File: src/hdl/dlrb_pkg.sv
// ============================================================================
// dlrb_pkg
// Shared types and constants for the delimited line ring buffer.
// ============================================================================
package dlrb_pkg;

    // byte width of stored and emitted data
    localparam int BYTE_W = 8;

    // delimiter after reset (line feed)
    localparam logic [BYTE_W-1:0] DELIM_RESET = 8'd10;

    // command queue between front and back
    localparam int QUEUE_DEPTH = 4;
    localparam int QPTR_W      = $clog2(QUEUE_DEPTH);
    localparam int QCNT_W      = $clog2(QUEUE_DEPTH + 1);

    // command kinds decoded from func
    typedef enum logic {
        CMD_WRITE = 1'b0,
        CMD_READ  = 1'b1
    } cmd_kind_t;

    // one queued command
    typedef struct packed {
        cmd_kind_t          kind;
        logic [BYTE_W-1:0]  data;
    } cmd_t;

    // head of the command queue as seen by the back end
    typedef struct packed {
        logic valid;
        cmd_t cmd;
    } cmd_head_t;

    // back end sequencer states
    typedef enum logic [1:0] {
        ST_IDLE,
        ST_SCAN,
        ST_EMIT,
        ST_MISS
    } back_state_t;

endpackage

File: src/hdl/dlrb_ifs.sv
// ============================================================================
// dlrb_ifs
// Channel interfaces: command input, line output and delimiter write.
// ============================================================================

// command input channel
interface dlrb_in_if;
    logic       valid;
    logic       ready;
    logic       func;
    logic [7:0] data_byte;

    modport source (output valid, output func, output data_byte, input ready);
    modport sink   (input valid, input func, input data_byte, output ready);
endinterface

// line byte output channel
interface dlrb_out_if;
    logic       valid;
    logic       ready;
    logic       found;
    logic [7:0] out_byte;
    logic       last;

    modport source (output valid, output found, output out_byte, output last,
                    input ready);
    modport sink   (input valid, input found, input out_byte, input last,
                    output ready);
endinterface

// delimiter register write channel
interface dlrb_cfg_if;
    logic       valid;
    logic       ready;
    logic [7:0] data;

    modport source (output valid, output data, input ready);
    modport sink   (input valid, input data, output ready);
endinterface

File: src/hdl/dlrb_front.sv
// ============================================================================
// dlrb_front
// Accepts input words, decodes the command and queues it for the back end.
// ============================================================================
module dlrb_front
    import dlrb_pkg::*;
(
    input  logic        clk,
    input  logic        rst_n,
    dlrb_in_if.sink     in_ch,
    input  logic        pop,
    output cmd_head_t   head
);

    cmd_t              entries_reg [QUEUE_DEPTH];
    logic [QPTR_W-1:0] head_reg, head_next;
    logic [QPTR_W-1:0] tail_reg, tail_next;
    logic [QCNT_W-1:0] count_reg, count_next;
    logic              push;
    logic              pop_ok;
    cmd_t              cmd_in;

    // decode the incoming word
    always_comb
    begin
        cmd_in.kind = in_ch.func ? CMD_READ : CMD_WRITE;
        cmd_in.data = in_ch.data_byte;
    end

    assign in_ch.ready = (count_reg != QCNT_W'(QUEUE_DEPTH));
    assign push        = in_ch.valid && in_ch.ready;
    assign pop_ok      = pop && (count_reg != '0);

    // queue pointers and fill
    always_comb
    begin
        head_next  = head_reg;
        tail_next  = tail_reg;
        count_next = count_reg;
        if (push)
        begin
            tail_next = tail_reg + 1'b1;
        end
        if (pop_ok)
        begin
            head_next = head_reg + 1'b1;
        end
        if (push && !pop_ok)
        begin
            count_next = count_reg + 1'b1;
        end
        else if (!push && pop_ok)
        begin
            count_next = count_reg - 1'b1;
        end
    end

    always_ff @(posedge clk or negedge rst_n)
    begin
        if (!rst_n)
        begin
            head_reg  <= '0;
            tail_reg  <= '0;
            count_reg <= '0;
        end
        else
        begin
            head_reg  <= head_next;
            tail_reg  <= tail_next;
            count_reg <= count_next;
        end
    end

    // queue storage, no reset needed
    always_ff @(posedge clk)
    begin
        if (push)
        begin
            entries_reg[tail_reg] <= cmd_in;
        end
    end

    always_comb
    begin
        head.valid = (count_reg != '0);
        head.cmd   = entries_reg[head_reg];
    end

endmodule

File: src/hdl/dlrb_back.sv
// ============================================================================
// dlrb_back
// Executes queued commands on the byte store: appends bytes, scans for the
// delimiter and streams out the extracted line or a miss word.
// ============================================================================
module dlrb_back
    import dlrb_pkg::*;
#(
    parameter int DEPTH = 64
)
(
    input  logic        clk,
    input  logic        rst_n,
    input  cmd_head_t   head,
    output logic        pop,
    dlrb_cfg_if.sink    cfg,
    dlrb_out_if.source  out_ch
);

    localparam int PTR_W = (DEPTH > 1) ? $clog2(DEPTH) : 1;
    localparam int CNT_W = $clog2(DEPTH + 1);

    // byte store and its registered read port
    logic [BYTE_W-1:0] mem [DEPTH];
    logic [BYTE_W-1:0] rdata_reg;

    back_state_t       state_reg, state_next;
    logic [PTR_W-1:0]  rd_ptr_reg, rd_ptr_next;
    logic [PTR_W-1:0]  wr_ptr_reg, wr_ptr_next;
    logic [CNT_W-1:0]  fill_reg, fill_next;
    logic [PTR_W-1:0]  ptr_reg, ptr_next;
    logic [CNT_W-1:0]  cnt_reg, cnt_next;
    logic [CNT_W-1:0]  len_reg, len_next;
    logic [BYTE_W-1:0] delim_reg;

    logic              out_valid_reg;
    logic              out_found_reg, out_found_next;
    logic [BYTE_W-1:0] out_byte_reg, out_byte_next;
    logic              out_last_reg, out_last_next;
    logic              out_load;
    logic              out_free;

    logic              mem_we;
    logic              mem_re;
    logic [PTR_W-1:0]  mem_raddr;
    logic [CNT_W-1:0]  cnt_inc;

    // circular increment
    function automatic logic [PTR_W-1:0] wrap_inc(input logic [PTR_W-1:0] p);
        logic [PTR_W-1:0] r;
        if (p == PTR_W'(DEPTH - 1))
        begin
            r = '0;
        end
        else
        begin
            r = p + 1'b1;
        end
        return r;
    endfunction

    assign cnt_inc  = cnt_reg + CNT_W'(1);
    assign out_free = !out_valid_reg || out_ch.ready;

    // sequencer: next state and datapath controls
    always_comb
    begin
        state_next     = state_reg;
        rd_ptr_next    = rd_ptr_reg;
        wr_ptr_next    = wr_ptr_reg;
        fill_next      = fill_reg;
        ptr_next       = ptr_reg;
        cnt_next       = cnt_reg;
        len_next       = len_reg;
        pop            = 1'b0;
        mem_we         = 1'b0;
        mem_re         = 1'b0;
        mem_raddr      = ptr_reg;
        out_load       = 1'b0;
        out_found_next = 1'b0;
        out_byte_next  = '0;
        out_last_next  = 1'b1;

        unique case (state_reg)
            ST_IDLE:
            begin
                if (head.valid)
                begin
                    pop = 1'b1;
                    if (head.cmd.kind == CMD_WRITE)
                    begin
                        mem_we      = 1'b1;
                        wr_ptr_next = wrap_inc(wr_ptr_reg);
                        // full: drop the oldest byte
                        if (fill_reg == CNT_W'(DEPTH))
                        begin
                            rd_ptr_next = wrap_inc(rd_ptr_reg);
                        end
                        else
                        begin
                            fill_next = fill_reg + CNT_W'(1);
                        end
                    end
                    else if (fill_reg == '0)
                    begin
                        state_next = ST_MISS;
                    end
                    else
                    begin
                        mem_re     = 1'b1;
                        mem_raddr  = rd_ptr_reg;
                        ptr_next   = wrap_inc(rd_ptr_reg);
                        cnt_next   = '0;
                        state_next = ST_SCAN;
                    end
                end
            end

            ST_SCAN:
            begin
                // rdata_reg holds the byte at offset cnt_reg
                if (rdata_reg == delim_reg)
                begin
                    len_next   = cnt_inc;
                    mem_re     = 1'b1;
                    mem_raddr  = rd_ptr_reg;
                    ptr_next   = wrap_inc(rd_ptr_reg);
                    cnt_next   = '0;
                    state_next = ST_EMIT;
                end
                else if (cnt_inc == fill_reg)
                begin
                    state_next = ST_MISS;
                end
                else
                begin
                    mem_re    = 1'b1;
                    mem_raddr = ptr_reg;
                    ptr_next  = wrap_inc(ptr_reg);
                    cnt_next  = cnt_inc;
                end
            end

            ST_EMIT:
            begin
                if (out_free)
                begin
                    out_load       = 1'b1;
                    out_found_next = 1'b1;
                    out_byte_next  = rdata_reg;
                    out_last_next  = (cnt_inc == len_reg);
                    if (cnt_inc == len_reg)
                    begin
                        // ptr_reg already points past the delimiter
                        rd_ptr_next = ptr_reg;
                        fill_next   = fill_reg - len_reg;
                        state_next  = ST_IDLE;
                    end
                    else
                    begin
                        mem_re    = 1'b1;
                        mem_raddr = ptr_reg;
                        ptr_next  = wrap_inc(ptr_reg);
                        cnt_next  = cnt_inc;
                    end
                end
            end

            ST_MISS:
            begin
                if (out_free)
                begin
                    out_load   = 1'b1;
                    state_next = ST_IDLE;
                end
            end

            default:
            begin
                state_next = ST_IDLE;
            end
        endcase
    end

    always_ff @(posedge clk or negedge rst_n)
    begin
        if (!rst_n)
        begin
            state_reg  <= ST_IDLE;
            rd_ptr_reg <= '0;
            wr_ptr_reg <= '0;
            fill_reg   <= '0;
            ptr_reg    <= '0;
            cnt_reg    <= '0;
            len_reg    <= '0;
        end
        else
        begin
            state_reg  <= state_next;
            rd_ptr_reg <= rd_ptr_next;
            wr_ptr_reg <= wr_ptr_next;
            fill_reg   <= fill_next;
            ptr_reg    <= ptr_next;
            cnt_reg    <= cnt_next;
            len_reg    <= len_next;
        end
    end

    // byte store: one write and one registered read port
    always_ff @(posedge clk)
    begin
        if (mem_we)
        begin
            mem[wr_ptr_reg] <= head.cmd.data;
        end
        if (mem_re)
        begin
            rdata_reg <= mem[mem_raddr];
        end
    end

    // delimiter register, always ready
    assign cfg.ready = 1'b1;

    always_ff @(posedge clk or negedge rst_n)
    begin
        if (!rst_n)
        begin
            delim_reg <= DELIM_RESET;
        end
        else if (cfg.valid)
        begin
            delim_reg <= cfg.data;
        end
    end

    // output register
    always_ff @(posedge clk or negedge rst_n)
    begin
        if (!rst_n)
        begin
            out_valid_reg <= 1'b0;
        end
        else if (out_load)
        begin
            out_valid_reg <= 1'b1;
        end
        else if (out_ch.ready)
        begin
            out_valid_reg <= 1'b0;
        end
    end

    always_ff @(posedge clk)
    begin
        if (out_load)
        begin
            out_found_reg <= out_found_next;
            out_byte_reg  <= out_byte_next;
            out_last_reg  <= out_last_next;
        end
    end

    assign out_ch.valid    = out_valid_reg;
    assign out_ch.found    = out_found_reg;
    assign out_ch.out_byte = out_byte_reg;
    assign out_ch.last     = out_last_reg;

endmodule

File: src/hdl/delimited_line_ring_buffer.sv
// ============================================================================
// delimited_line_ring_buffer
// Byte ring buffer that hands out whole delimiter-terminated lines.
// ============================================================================
// Writes: one byte per cycle sustained while no read is in progress; a
//   4-entry command queue sits in front.
// Reads: the read word is popped, then the store is scanned from the oldest
//   byte for the delimiter; a complete line is emitted byte by byte, stalling
//   while the output is held, else a single miss word is sent.
// Reset: pointers, count, queue clear, delimiter to 10; store left as is.
module delimited_line_ring_buffer
    import dlrb_pkg::*;
#(
    parameter int DEPTH = 64
)
(
    input  logic        clk,
    input  logic        rst_n,
    dlrb_in_if.sink     in_ch,
    dlrb_cfg_if.sink    cfg,
    dlrb_out_if.source  out_ch
);

    cmd_head_t head;
    logic      pop;

    dlrb_front u_front (
        .clk   (clk),
        .rst_n (rst_n),
        .in_ch (in_ch),
        .pop   (pop),
        .head  (head)
    );

    dlrb_back #(
        .DEPTH (DEPTH)
    ) u_back (
        .clk    (clk),
        .rst_n  (rst_n),
        .head   (head),
        .pop    (pop),
        .cfg    (cfg),
        .out_ch (out_ch)
    );

endmodule

File: src/flat_wrapper.sv
// flat-port wrapper written by rule: the top's interface ports become plain ports
module delimited_line_ring_buffer_flat import dlrb_pkg::*;
#(
    parameter int DEPTH = 64
)
  (clk, rst_n, in_ch_valid, in_ch_func, in_ch_data_byte, in_ch_ready, cfg_valid, cfg_data, cfg_ready, out_ch_valid, out_ch_found, out_ch_out_byte, out_ch_last, out_ch_ready);
  dlrb_in_if in_ch_i ();
  dlrb_cfg_if cfg_i ();
  dlrb_out_if out_ch_i ();
  input  logic clk;
  input  logic rst_n;
  input wire logic [$bits(in_ch_i.valid)-1:0] in_ch_valid;
  input wire logic [$bits(in_ch_i.func)-1:0] in_ch_func;
  input wire logic [$bits(in_ch_i.data_byte)-1:0] in_ch_data_byte;
  output wire logic [$bits(in_ch_i.ready)-1:0] in_ch_ready;
  input wire logic [$bits(cfg_i.valid)-1:0] cfg_valid;
  input wire logic [$bits(cfg_i.data)-1:0] cfg_data;
  output wire logic [$bits(cfg_i.ready)-1:0] cfg_ready;
  output wire logic [$bits(out_ch_i.valid)-1:0] out_ch_valid;
  output wire logic [$bits(out_ch_i.found)-1:0] out_ch_found;
  output wire logic [$bits(out_ch_i.out_byte)-1:0] out_ch_out_byte;
  output wire logic [$bits(out_ch_i.last)-1:0] out_ch_last;
  input wire logic [$bits(out_ch_i.ready)-1:0] out_ch_ready;
  assign in_ch_i.valid = in_ch_valid;
  assign in_ch_i.func = in_ch_func;
  assign in_ch_i.data_byte = in_ch_data_byte;
  assign in_ch_ready = in_ch_i.ready;
  assign cfg_i.valid = cfg_valid;
  assign cfg_i.data = cfg_data;
  assign cfg_ready = cfg_i.ready;
  assign out_ch_valid = out_ch_i.valid;
  assign out_ch_found = out_ch_i.found;
  assign out_ch_out_byte = out_ch_i.out_byte;
  assign out_ch_last = out_ch_i.last;
  assign out_ch_i.ready = out_ch_ready;
  delimited_line_ring_buffer #(.DEPTH(DEPTH)) u_core (.clk(clk), .rst_n(rst_n), .in_ch(in_ch_i), .cfg(cfg_i), .out_ch(out_ch_i));
endmodule
File: config.mk
export PLATFORM = sky130hd
export DESIGN_NAME = delimited_line_ring_buffer_flat
export DESIGN_NICKNAME = d
export VERILOG_FILES = /design/src/hdl/dlrb_pkg.sv /design/src/hdl/dlrb_ifs.sv /design/src/hdl/dlrb_front.sv /design/src/hdl/dlrb_back.sv /design/src/hdl/delimited_line_ring_buffer.sv /design/src/flat_wrapper.sv
export SDC_FILE = /design/constraint.sdc
export NUM_CORES = 1
export LEC_CHECK = 0
export BUFFER_PORTS_ARGS = -buffer_cell sky130_fd_sc_hd__buf_4
export CELL_PAD_IN_SITES_DETAIL_PLACEMENT = 2
export CELL_PAD_IN_SITES_GLOBAL_PLACEMENT = 2
export CORE_MARGIN = 2
export CORE_UTILIZATION = 51
export CTS_BUF_LIST = sky130_fd_sc_hd__clkbuf_16
export DETAILED_ROUTE_END_ITERATION = 10
export GPL_ROUTABILITY_DRIVEN = 1
export GPL_TIMING_DRIVEN = 0
export HOLD_SLACK_MARGIN = 0.12
export PLACE_DENSITY_LB_ADDON = 0.1
export SYNTH_ARGS = -nofsm -noshare
export SYNTH_HDL_FRONTEND = slang
export SYNTH_SLANG_ARGS = --single-unit
File: constraint.sdc
create_clock -name clk -period 9.2 [get_ports clk]
set_input_delay 1.84 -clock clk [delete_from_list [all_inputs] [get_ports clk]]
set_output_delay 1.84 -clock clk [all_outputs]
set_load 0.02 [all_outputs]
==> results of run 1 <==
[worst max-delay path by stage]
stage,startpoint,slack [ns],cells past startpoint,to
after floorplan,u_core.u_back.delim_reg[3],5.78,11,u_core.u_back.rdata_reg[5]
after global placement,u_core.u_back.state_reg[0],4.01,13,u_core.u_back.rdata_reg[7]
after detailed placement,u_core.u_back.state_reg[0],3.83,13,u_core.u_back.rdata_reg[2]
after CTS,u_core.u_back.state_reg[0],3.76,13,u_core.u_back.rdata_reg[2]
after global routing,u_core.u_back.state_reg[1],3.44,13,u_core.u_back.rdata_reg[2]
final,u_core.u_back.state_reg[0],3.51,13,u_core.u_back.rdata_reg[0]
[final cells by class]
| class | count | area (um2) |
|---|---|---|
| fill | 4251 | 20900 |
| tap | 672 | 841 |
| sequential | 623 | 18400 |
| multi-input combinational | 892 | 7060 |
| inverter | 20 | 75.1 |
| timing repair buffer | 32 | 240 |
| clock buffer | 71 | 1780 |
| clock inverter | 55 | 503 |
| buffer | 87 | 467 |
[layout by cell type (no fill, tap or decap), drive strengths merged, types with 5 or more instances in the layout]
cell / n
nand2b: 8
nor3: 16
o31ai: 5
nand3: 13
nand2: 49
nor2b: 10
xnor2: 21
edfxtp: 566
nor4: 21
and3: 25
a22o: 21
clkbuf: 118
ha: 21
dfrtp: 55
and2: 8
o21ai: 34
a22oi: 99
mux2i: 193
clkinv: 28
a222oi: 10
mux4: 9
or3: 5
inv: 35
buf: 72
mux2: 93
nand4: 5
bufinv: 9
nor2: 92
a21oi: 67
xor2: 23
[routing by layer]
layer  vias up  part of all wire [%]  track usage [%]  routed length [um]
li1       6551                     -                -                   -
met1      8469                    39             43.0               34200
met2       747                    50             56.7               44000
met3       212                   6.8             6.50                5980
met4         0                   4.2             13.4                3650
met5         -                     0                0                   0
[critical path, stage by stage (launching register included)]
cell      delay, ns
dfrtp_1        0.42
inv_1          0.15
ha_1           0.17
clkbuf_1       0.51
o31a_1         0.48
o211ai_2       0.24
o31ai_4        0.18
nand4_1        0.16
a22oi_1        1.08
clkbuf_1       0.69
a22oi_1        0.24
a21oi_1        0.53
nor4_1         0.21
mux2_2         0.35
[power groups by stage]
stage / sequential, mW / combinational [mW] / clock, mW
2_1_floorplan: 3.97 / 3.08 / 0
3_3_place_gp: 4.00 / 4.76 / 0
3_5_place_dp: 4.03 / 5.08 / 0
4_1_cts: 3.98 / 5.21 / 2.87
5_1_grt: 3.99 / 5.49 / 2.96
6_report: 3.97 / 5.29 / 2.85
[kinds of logic (layout without fill, tap and decap cells)]
group	after synthesis	after routing
DFF	623	623
buffers and inverters	107	265
other	1	1
adders and majority gates	23	23
AOI/OAI and AO/OA	268	268
muxes	295	295
and+or+nand+nor	261	261
xor gates and xnor gates	44	44
[metrics by stage]
stage	cells	worst slack [ns]
final	2452	3.51
after global routing	2452	3.44
after CTS	2452	3.76
after detailed placement	2326	3.83
after global placement	2326	4.01
after floorplan	1622	5.78
==> metrics.md, run 1 <==
| Metric | Value |
|---|---|
| Leakage | `10.7 nW` |
| Reg2reg setup slack | `3.51 ns` |
| CP Launch Type | `flip-flop` |
| Largest net degree at the start of global routing | `65` |
| Ant. Diodes | `0` |
| Util after Layout | `58.5%` |
| Clock power share | `23.6%` |
| R2R Path End | `u_core.u_back.rdata_reg[0]` |
| Root Buffer Master | `clkbuf_16` |
| Via count | `15979` |
| Initial Util | `51.7%` |
| Switching Fraction | `41.1%` |
| Most frequent cell after synthesis | `edfxtp_1` |
| Min-delay worst type | `flip-flop to flip-flop` |
| Sequential area share after synthesis | `70.8%` |
| Synth area leader | `edfxtp_1` |
| Max Slew Vio Count | `0` |
| Num rows | `82` |
| Complex-gate fraction of the synthesized area | `7.30%` |
| Cells after Synth | `1622` |
| Synth-to-layout area growth | `13.0%` |
| Hpwl dp | `55.0 mm` |
| Total die area | `52800 um2` |
| CTS resizes | `0` |
| Crit Path Category | `flip-flop to flip-flop` |
| Hold Crit Depth | `1` |
| Share of layout cells above drive strength 1 | `15.7%` |
| Clk Latency, worst-skew pair | `0.63 ns` |
| Clk slew on worst S/H paths | `0.06 ns` |
| Vias in the first global route | `17219` |
| Via density | `6.52` |
| Int Pwr | `7.14 mW` |
| Largest register FFs | `512` |
| Least-Margin Pin Slew | `1.41 ns` |
| VDD IR max | `430 uV` |
| Hold_ws | `0.532 ns` |
| Final setup vio count | `0` |
| Slew headroom | `5.95%` |
| CTS H-tree depth | `3` |
| Setup crit end kind | `flip-flop` |
| Post-Synth XOR/XNOR Area | `1.48%` |
| # nets final | `1769` |
| WL per Instance | `35.8 um` |
| Clock skew | `0.0334 ns` |
| Simple-gate share of the synthesized area | `4.87%` |
| Post-synthesis mux area share | `12.2%` |
| Crit path max fanout | `10` |
| Final min period | `5.69 ns` |
| Synth Area in Adders | `1.16%` |
| Routability Congestion | `0.855` |
| Die Y | `230 um` |
| Port Buf Inserts | `32` |
| Number of synthesized flops with an enable pin | `566` |
| Final instance area | `29400 um2` |
| Worst hold endpoint | `u_core.u_back.cnt_reg[6]` |
| Share of the synthesized area in the top cell type | `65.4%` |
| Hold_sp | `u_core.u_back.cnt_reg[6]` |
| Routed wire length | `87.8 mm` |
| TritonRoute pass-1 iters | `5` |
| TNS Setup | `0 ns` |
| Synth Cell Area | `26000 um2` |
| Data arrival, critical path | `6.05 ns` |
| Synth top area cells | `edfxtp_1 (65%), mux2i_1 (7.4%), dfrtp_1 (5.3%)` |
| Pwr dens | `412 nW/um2` |
| Largest family of logic cells by synthesized area | `multiplexers` |
| RSZ-0062 raised after global routing | `false` |
| # clock sinks | `623` |
| CTS tree | `yes` |
| Num ports | `35` |
| Total track usage | `33.6%` |
| DRC | `0` |
| Hold buffers post-CTS | `0` |
| Async set-reset flop share out of synthesis | `9.15%` |
| First-pass GRT wire length | `127 mm` |
| Core box area | `50300 um2` |
| Post-layout power | `12.1 mW` |
| ANT nets after route | `0` |
| Sw Pwr | `4.98 mW` |
| Status | `finished clean` |
| Gate power share | `43.7%` |
| Flop pwr share | `32.8%` |
| Reg-to-Reg Start | `u_core.u_back.state_reg[0]` |
| Syn Area/Cell | `16.0 um2` |
| Global route total overflow | `0` |
| Most instantiated cells after synthesis | `edfxtp_1 (566), mux2i_1 (193), a22oi_1 (99)` |
| Ys flop type | `edfxtp_1` |
| Number of max-cap violations | `0` |
| Count of unique library cells instantiated by Yosys | `62` |
| Final period util | `61.9%` |
| Yosys warns | `0` |
| DR iter-0 viols | `1750` |
| Clock Path Buffers | `3` |
| CTS Buf Count | `68` |
| Post-Syn Nets | `1667` |
| FF-to-FF path depth | `13` |
| FF+latch count, synth | `623` |
| Fmax | `176 MHz` |
| Worst EP required | `9.56 ns` |
| Final Hold Viols | `0` |
| Initial antenna violation count | `0` |
| Post-CTS setup buffers | `0` |
| Die X-Extent | `230 um` |
| Post-DP Area | `27100 um2` |
Note: power is estimated with default switching activity, not from simulation.
==> run 2, diff against run 1 <==
--- a/config.mk
+++ b/config.mk
@@ -9,7 +9,7 @@
 export CELL_PAD_IN_SITES_DETAIL_PLACEMENT = 2
 export CELL_PAD_IN_SITES_GLOBAL_PLACEMENT = 2
 export CORE_MARGIN = 2
-export CORE_UTILIZATION = 51
+export CORE_UTILIZATION = 47
 export CTS_BUF_LIST = sky130_fd_sc_hd__clkbuf_16
 export DETAILED_ROUTE_END_ITERATION = 10
 export GPL_ROUTABILITY_DRIVEN = 1
==> constraint.sdc (replaced) <==
create_clock -name clk -period 5.7 [get_ports clk]
set_input_delay 1.14 -clock clk [delete_from_list [all_inputs] [get_ports clk]]
set_output_delay 1.14 -clock clk [all_outputs]
set_load 0.02 [all_outputs]
==> run 2 against run 1 <==
- sequential share of layout area is 0.12 points higher
- worst hold slack got worse by 0.0039 ns
- fmax is 1.8% higher
- combinational power is 58% higher
==> metrics.md, run 2 (synthesis results as in run 1) <==
| Metric | Value |
|---|---|
| Status | `finished clean` |
| DRC | `0 (unchanged)` |
| Max Slew Vio Count | `0 (unchanged)` |
| Final Hold Viols | `0 (unchanged)` |
| Post-layout power | `19.1 mW (+57%)` |
| Leakage | `10.7 nW (about the same)` |
| Initial Util | `47.4% (-4.3 points)` |
| Largest net degree at the start of global routing | `65 (unchanged)` |
| Slew headroom | `5.86% (-0.093 points)` |
| WL per Instance | `32.2 um (-10%)` |
| Share of layout cells above drive strength 1 | `15.5% (-0.19 points)` |
| Worst EP required | `6.05 ns (-3.51 ns)` |
| CTS Buf Count | `70 (+2.9%)` |
| Total track usage | `28.6% (-5.0 points)` |
| Largest register FFs | `512 (unchanged)` |
| TritonRoute pass-1 iters | `5 (unchanged)` |
| Hold buffers post-CTS | `0 (unchanged)` |
| Clock Path Buffers | `3 (unchanged)` |
| Setup crit end kind | `flip-flop` |
| Hpwl dp | `50.7 mm (-7.9%)` |
| Hold_ws | `0.529 ns (-0.00393 ns)` |
| Min-delay worst type | `flip-flop to flip-flop` |
| CTS H-tree depth | `3 (unchanged)` |
| Via density | `6.22 (-4.5%)` |
| First-pass GRT wire length | `116 mm (-8.5%)` |
| Crit path max fanout | `10 (unchanged)` |
| Via count | `15478 (-3.1%)` |
| Vias in the first global route | `16711 (-3.0%)` |
| RSZ-0062 raised after global routing | `false` |
| Num ports | `35 (unchanged)` |
| ANT nets after route | `0 (unchanged)` |
| Clk slew on worst S/H paths | `0.06 ns (about the same)` |
| Root Buffer Master | `clkbuf_16` |
| TNS Setup | `0 ns (unchanged)` |
| Number of max-cap violations | `0 (unchanged)` |
| Routability Congestion | `0.840 (-1.8%)` |
| CTS tree | `yes` |
| Final setup vio count | `0 (unchanged)` |
| Least-Margin Pin Slew | `1.41 ns (+0.00140 ns)` |
| VDD IR max | `598 uV (+39%)` |
| Port Buf Inserts | `32 (unchanged)` |
| Clk Latency, worst-skew pair | `0.63 ns (about the same)` |
| Die Y | `239 um (+4.1%)` |
| Ant. Diodes | `0 (unchanged)` |
| Final period util | `98.1% (+36 points)` |
| Synth-to-layout area growth | `12.8%` |
| Global route total overflow | `0 (unchanged)` |
| Core box area | `54900 um2 (+9.2%)` |
| Final min period | `5.59 ns (-0.0998 ns)` |
| # nets final | `1773 (+0.23%)` |
| Data arrival, critical path | `5.94 ns (-0.11 ns)` |
| Most frequent cells in the layout | `edfxtp_1 (566), mux2i_1 (193), a22oi_1 (99)` |
| Die X-Extent | `239 um (+4.1%)` |
| CTS resizes | `0 (unchanged)` |
| Pwr dens | `650 nW/um2 (+58%)` |
| CP Launch Type | `flip-flop` |
| Clock skew | `0.0407 ns (+0.00730 ns)` |
| Routed wire length | `80.0 mm (-8.9%)` |
| Fmax | `179 MHz (+1.8%)` |
| Total die area | `57200 um2 (+8.4%)` |
| DR iter-0 viols | `1344 (-23%)` |
| Fillers | `4889 (+15%)` |
| Num rows | `86 (+4.9%)` |
| # clock sinks | `623 (unchanged)` |
| Most common cell after layout, fill and taps aside | `edfxtp_1` |
| Post-CTS setup buffers | `0 (unchanged)` |
| Initial antenna violation count | `0 (unchanged)` |
| Crit Path Category | `flip-flop to flip-flop` |
## run 2: cell types whose count changed in the layout (fill, tap and decap cells not counted), sizes merged
cell      delta
buf          +2
bufinv       -6
clkbuf       +3
clkinvlp     -2
inv          +6
## run 2: worst max-delay path: stages, from the launching register on
cell and delay (ns):
dfrtp_1 0.46, or4_1 0.65, o211ai_1 0.56, and2_0 0.51, nor2_1 0.18, o32ai_2 1.06, clkbuf_1 0.72, a22oi_1 0.17
a21oi_1 0.46, nor4_1 0.23, mux2_2 0.34
## run 2: final timing paths
| check | endpoint | depth (start not counted) | from | slack, ns |
|---|---|---|---|---|
| worst max-delay path | u_core.u_back.rdata_reg[3] | 10 | u_core.u_back.fill_reg[1] | 0.11 |
| min in group asynchronous | u_core.u_back.rd_ptr_reg[3] | 1 | rst_n | 0.61 |
| max in group asynchronous | u_core.u_front.count_reg[1] | 1 | rst_n | 4.48 |
| worst min-delay path | u_core.u_back.delim_reg[5] | 1 | u_core.u_back.delim_reg[5] | 0.53 |
| worst min register to register | u_core.u_back.delim_reg[5] | 1 | u_core.u_back.delim_reg[5] | 0.53 |
| worst max register to register | u_core.u_back.rdata_reg[3] | 10 | u_core.u_back.fill_reg[1] | 0.11 |
## run 2: report_power, final
part	total [mW]	internal, mW	switching, mW	leakage, nW
Combinational	8.34	2.70	5.64	3.69
Clock	4.35	2.48	1.87	1.14
Sequential	6.38	6.14	0.238	5.82
## run 2: stage by stage
stage | utilization [%] | setup WS (ns) | instances | area (um2)
after floorplan | - | 2.28 | 1622 | 26000
after global placement | 49.4 | 0.482 | 2358 | 27100
after detailed placement | 49.4 | 0.306 | 2358 | 27100
after CTS | 53.4 | 0.186 | 2485 | 29300
after global routing | 53.4 | 0.0512 | 2487 | 29300
final | 53.4 | 0.108 | 2487 | 29300
## run 2: metal layers
| metal | GRT usage [%] | wire, um |
|---|---|---|
| met1 | 37.4 | 32900 |
| met3 | 5.36 | 4490 |
| met2 | 47.7 | 39700 |
| met4 | 10.5 | 2900 |
| met5 | 0 | 0 |
## run 2: layout make-up
cell class,count,area (um2),area share (%)
plain buffers,87,467,1.59
clock buffers,74,1850,6.31
clock inverters,53,319,1.09
inverters,20,75.1,0.256
multi-input cells,892,7060,24.1
flip-flops and latches,623,18400,62.8
well taps,704,881,3.00
repair buffers,34,255,0.870
==> run 3, diff against run 2 <==
--- a/config.mk
+++ b/config.mk
@@ -8,6 +8,7 @@
 export BUFFER_PORTS_ARGS = -buffer_cell sky130_fd_sc_hd__buf_4
 export CELL_PAD_IN_SITES_DETAIL_PLACEMENT = 2
 export CELL_PAD_IN_SITES_GLOBAL_PLACEMENT = 2
+export CORE_ASPECT_RATIO = 0.6
 export CORE_MARGIN = 2
 export CORE_UTILIZATION = 47
 export CTS_BUF_LIST = sky130_fd_sc_hd__clkbuf_16
==> run 3 against run 2 <==
- worst hold slack improved by 0.0057 ns
- sequential share of layout area increased by 0.56 points
- fmax increased by 0.18%
- critical endpoint unchanged
- clock power decreased by 10%
==> metrics.md, run 3 (synthesis results as in run 1) <==
| Metric | Value |
|---|---|
| Die Y | `186 um (-22%)` |
| Port Buf Inserts | `32 (unchanged)` |
| Clk slew on worst S/H paths | `0.06 ns (about the same)` |
| Crit Path Category | `flip-flop to flip-flop` |
| Vias in the first global route | `16310 (-2.4%)` |
| Via density | `6.31 (+1.4%)` |
| Root Buffer Master | `clkbuf_16` |
| Slew headroom | `21.2% (+15 points)` |
| # clock sinks | `623 (unchanged)` |
| Most common cell after layout, fill and taps aside | `edfxtp_1` |
| Post-layout power | `19.1 mW (about the same)` |
| CP max stage cell | `clkbuf_1` |
| Largest register FFs | `512 (unchanged)` |
| Final period util | `97.9% (-0.18 points)` |
| Final min period | `5.58 ns (-0.0101 ns)` |
| Worst path max stage delay | `0.69 ns (-0.37 ns)` |
| CTS tree | `yes` |
| Status | `finished clean` |
| Hold buffers post-CTS | `0 (unchanged)` |
| CTS Buf Count | `58 (-17%)` |
| Post-CTS setup buffers | `0 (unchanged)` |
| TritonRoute pass-1 iters | `5 (unchanged)` |
| Final setup vio count | `0 (unchanged)` |
| Total track usage | `29.9% (+1.3 points)` |
| Data arrival, critical path | `5.93 ns (about the same)` |
| DRC | `0 (unchanged)` |
| Max Slew Vio Count | `0 (unchanged)` |
| Clock Path Buffers | `3 (unchanged)` |
| Largest net degree at the start of global routing | `65 (unchanged)` |
| Via count | `15678 (+1.3%)` |
| Pwr dens | `656 nW/um2 (+0.91%)` |
| Worst path cell trace | `inv_1, ha_1, clkbuf_1, o31a_1, o211ai_2, o31ai_4, nand4_1, a22oi_1, buf_4, clkbuf_1, a22oi_1, a21oi_1, nor4_1, mux2_2` |
| Final Hold Viols | `0 (unchanged)` |
| Post-DP Area | `27200 um2 (+0.16%)` |
| Number of max-cap violations | `0 (unchanged)` |
| CP Launch Type | `flip-flop` |
| Most frequent cells in the layout | `edfxtp_1 (566), mux2i_1 (193), a22oi_1 (99)` |
| Crit path max fanout | `10 (unchanged)` |
| Routability Congestion | `0.849 (+1.0%)` |
| Worst EP required | `6.05 ns (about the same)` |
| Fillers | `4795 (-1.9%)` |
| Hpwl dp | `57.3 mm (+13%)` |
| Die X-Extent | `308 um (+29%)` |
| Total die area | `57300 um2 (+0.11%)` |
| Least-Margin Pin Slew | `1.18 ns (-0.235 ns)` |
| First-pass GRT wire length | `121 mm (+4.0%)` |
| Clock skew | `0.0276 ns (-0.0132 ns)` |
| Share of layout cells above drive strength 1 | `14.8% (-0.71 points)` |
| Global route total overflow | `0 (unchanged)` |
| Num rows | `66 (-23%)` |
| Synth-to-layout area growth | `11.8%` |
| Setup crit end kind | `flip-flop` |
| TNS Setup | `0 ns (unchanged)` |
| Initial antenna violation count | `1 (+1)` |
| # nets final | `1762 (-0.62%)` |
| WL per Instance | `34.3 um (+6.5%)` |
| VDD IR max | `462 uV (-23%)` |
| CTS H-tree depth | `2 (-1)` |
| Num ports | `35 (unchanged)` |
| Routed wire length | `85.1 mm (+6.4%)` |
| Min-delay worst type | `flip-flop to flip-flop` |
| Core box area | `54400 um2 (-0.83%)` |
| DR iter-0 viols | `1686 (+25%)` |
| Final instance area | `29100 um2 (-0.88%)` |
| RSZ-0062 raised after global routing | `false` |
| Clk Latency, worst-skew pair | `0.64 ns (about the same)` |
| Fmax | `179 MHz (+0.18%)` |
| Initial Util | `47.8% (+0.40 points)` |
| ANT nets after route | `0 (unchanged)` |
| Leakage | `10.5 nW (-1.2%)` |
-- run 3: path summary, 6_finish.rpt --
kind	startpoint	end	slack (ns)	cells past startpoint
worst max register to register	u_core.u_back.state_reg[0]	u_core.u_back.rdata_reg[3]	0.12	14
worst max-delay path	u_core.u_back.state_reg[0]	u_core.u_back.rdata_reg[3]	0.12	14
min in group asynchronous	rst_n	u_core.u_back.ptr_reg[5]	0.61	1
worst min-delay path	u_core.u_back.delim_reg[4]	u_core.u_back.delim_reg[4]	0.53	1
worst min register to register	u_core.u_back.delim_reg[4]	u_core.u_back.delim_reg[4]	0.53	1
max in group asynchronous	rst_n	u_core.u_back.wr_ptr_reg[0]	4.46	1
-- run 3: power by group --
| part | total [mW] | switching, mW | internal, mW | leakage, nW |
|---|---|---|---|---|
| combinational | 8.80 | 6.05 | 2.75 | 3.73 |
| clock | 3.90 | 1.80 | 2.10 | 0.985 |
| sequential | 6.38 | 0.251 | 6.13 | 5.82 |
| total | 19.1 | 8.09 | 11.0 | 10.5 |
-- run 3: worst max-delay path, delay by kind of cell (launching register included) --
| kind | cells | cell delay (ns) |
|---|---|---|
| AO/OA/AOI/OAI | 6 | 2.27 |
| adder cells (fa/ha/maj) | 1 | 0.16 |
| buffers and inverters | 4 | 1.76 |
| flip-flops | 1 | 0.43 |
| multiplexers | 1 | 0.35 |
| AND/OR/NAND/NOR | 2 | 0.32 |
-- run 3: layout make-up --
cell class / count / area [um2] / share of cell area [%]
Clock buffer: 59 / 1480 / 5.08
Antenna cell: 3 / 7.51 / 0.0258
Buffer: 87 / 470 / 1.62
Clock inverter: 51 / 363 / 1.25
Timing Repair Buffer: 35 / 288 / 0.990
Tap cell: 714 / 893 / 3.07
Multi-Input combinational cell: 892 / 7070 / 24.3
Sequential cell: 623 / 18400 / 63.4
Inverter: 20 / 75.1 / 0.258
-- run 3: what timing repair did --
| action | CTS | global route |
|---|---|---|
| setup endpoints to repair | 6 | 7 |
| gates cloned | 0 | 0 |
| resized for setup | 1 | 8 |
-- run 3: layer usage --
layer	wire, um	part of all wire (%)	track usage (%)
met1	39500	46	44.9
met2	36000	42	42.7
met3	8250	9.7	9.78
met4	1190	1.4	5.35
met5	95	0.11	1.16
-- run 3: stage by stage --
step	util [%]	setup slack (ns)	cells	hold slack (ns)
6_report	53.4	0.118	2484	0.534
5_1_grt	53.4	0.0831	2481	0.550
4_1_cts	53.3	0.145	2480	0.542
3_5_place_dp	49.9	0.0170	2370	0.517
3_3_place_gp	49.9	-0.131	2368	0.507
2_1_floorplan	-	2.28	1622	0.482
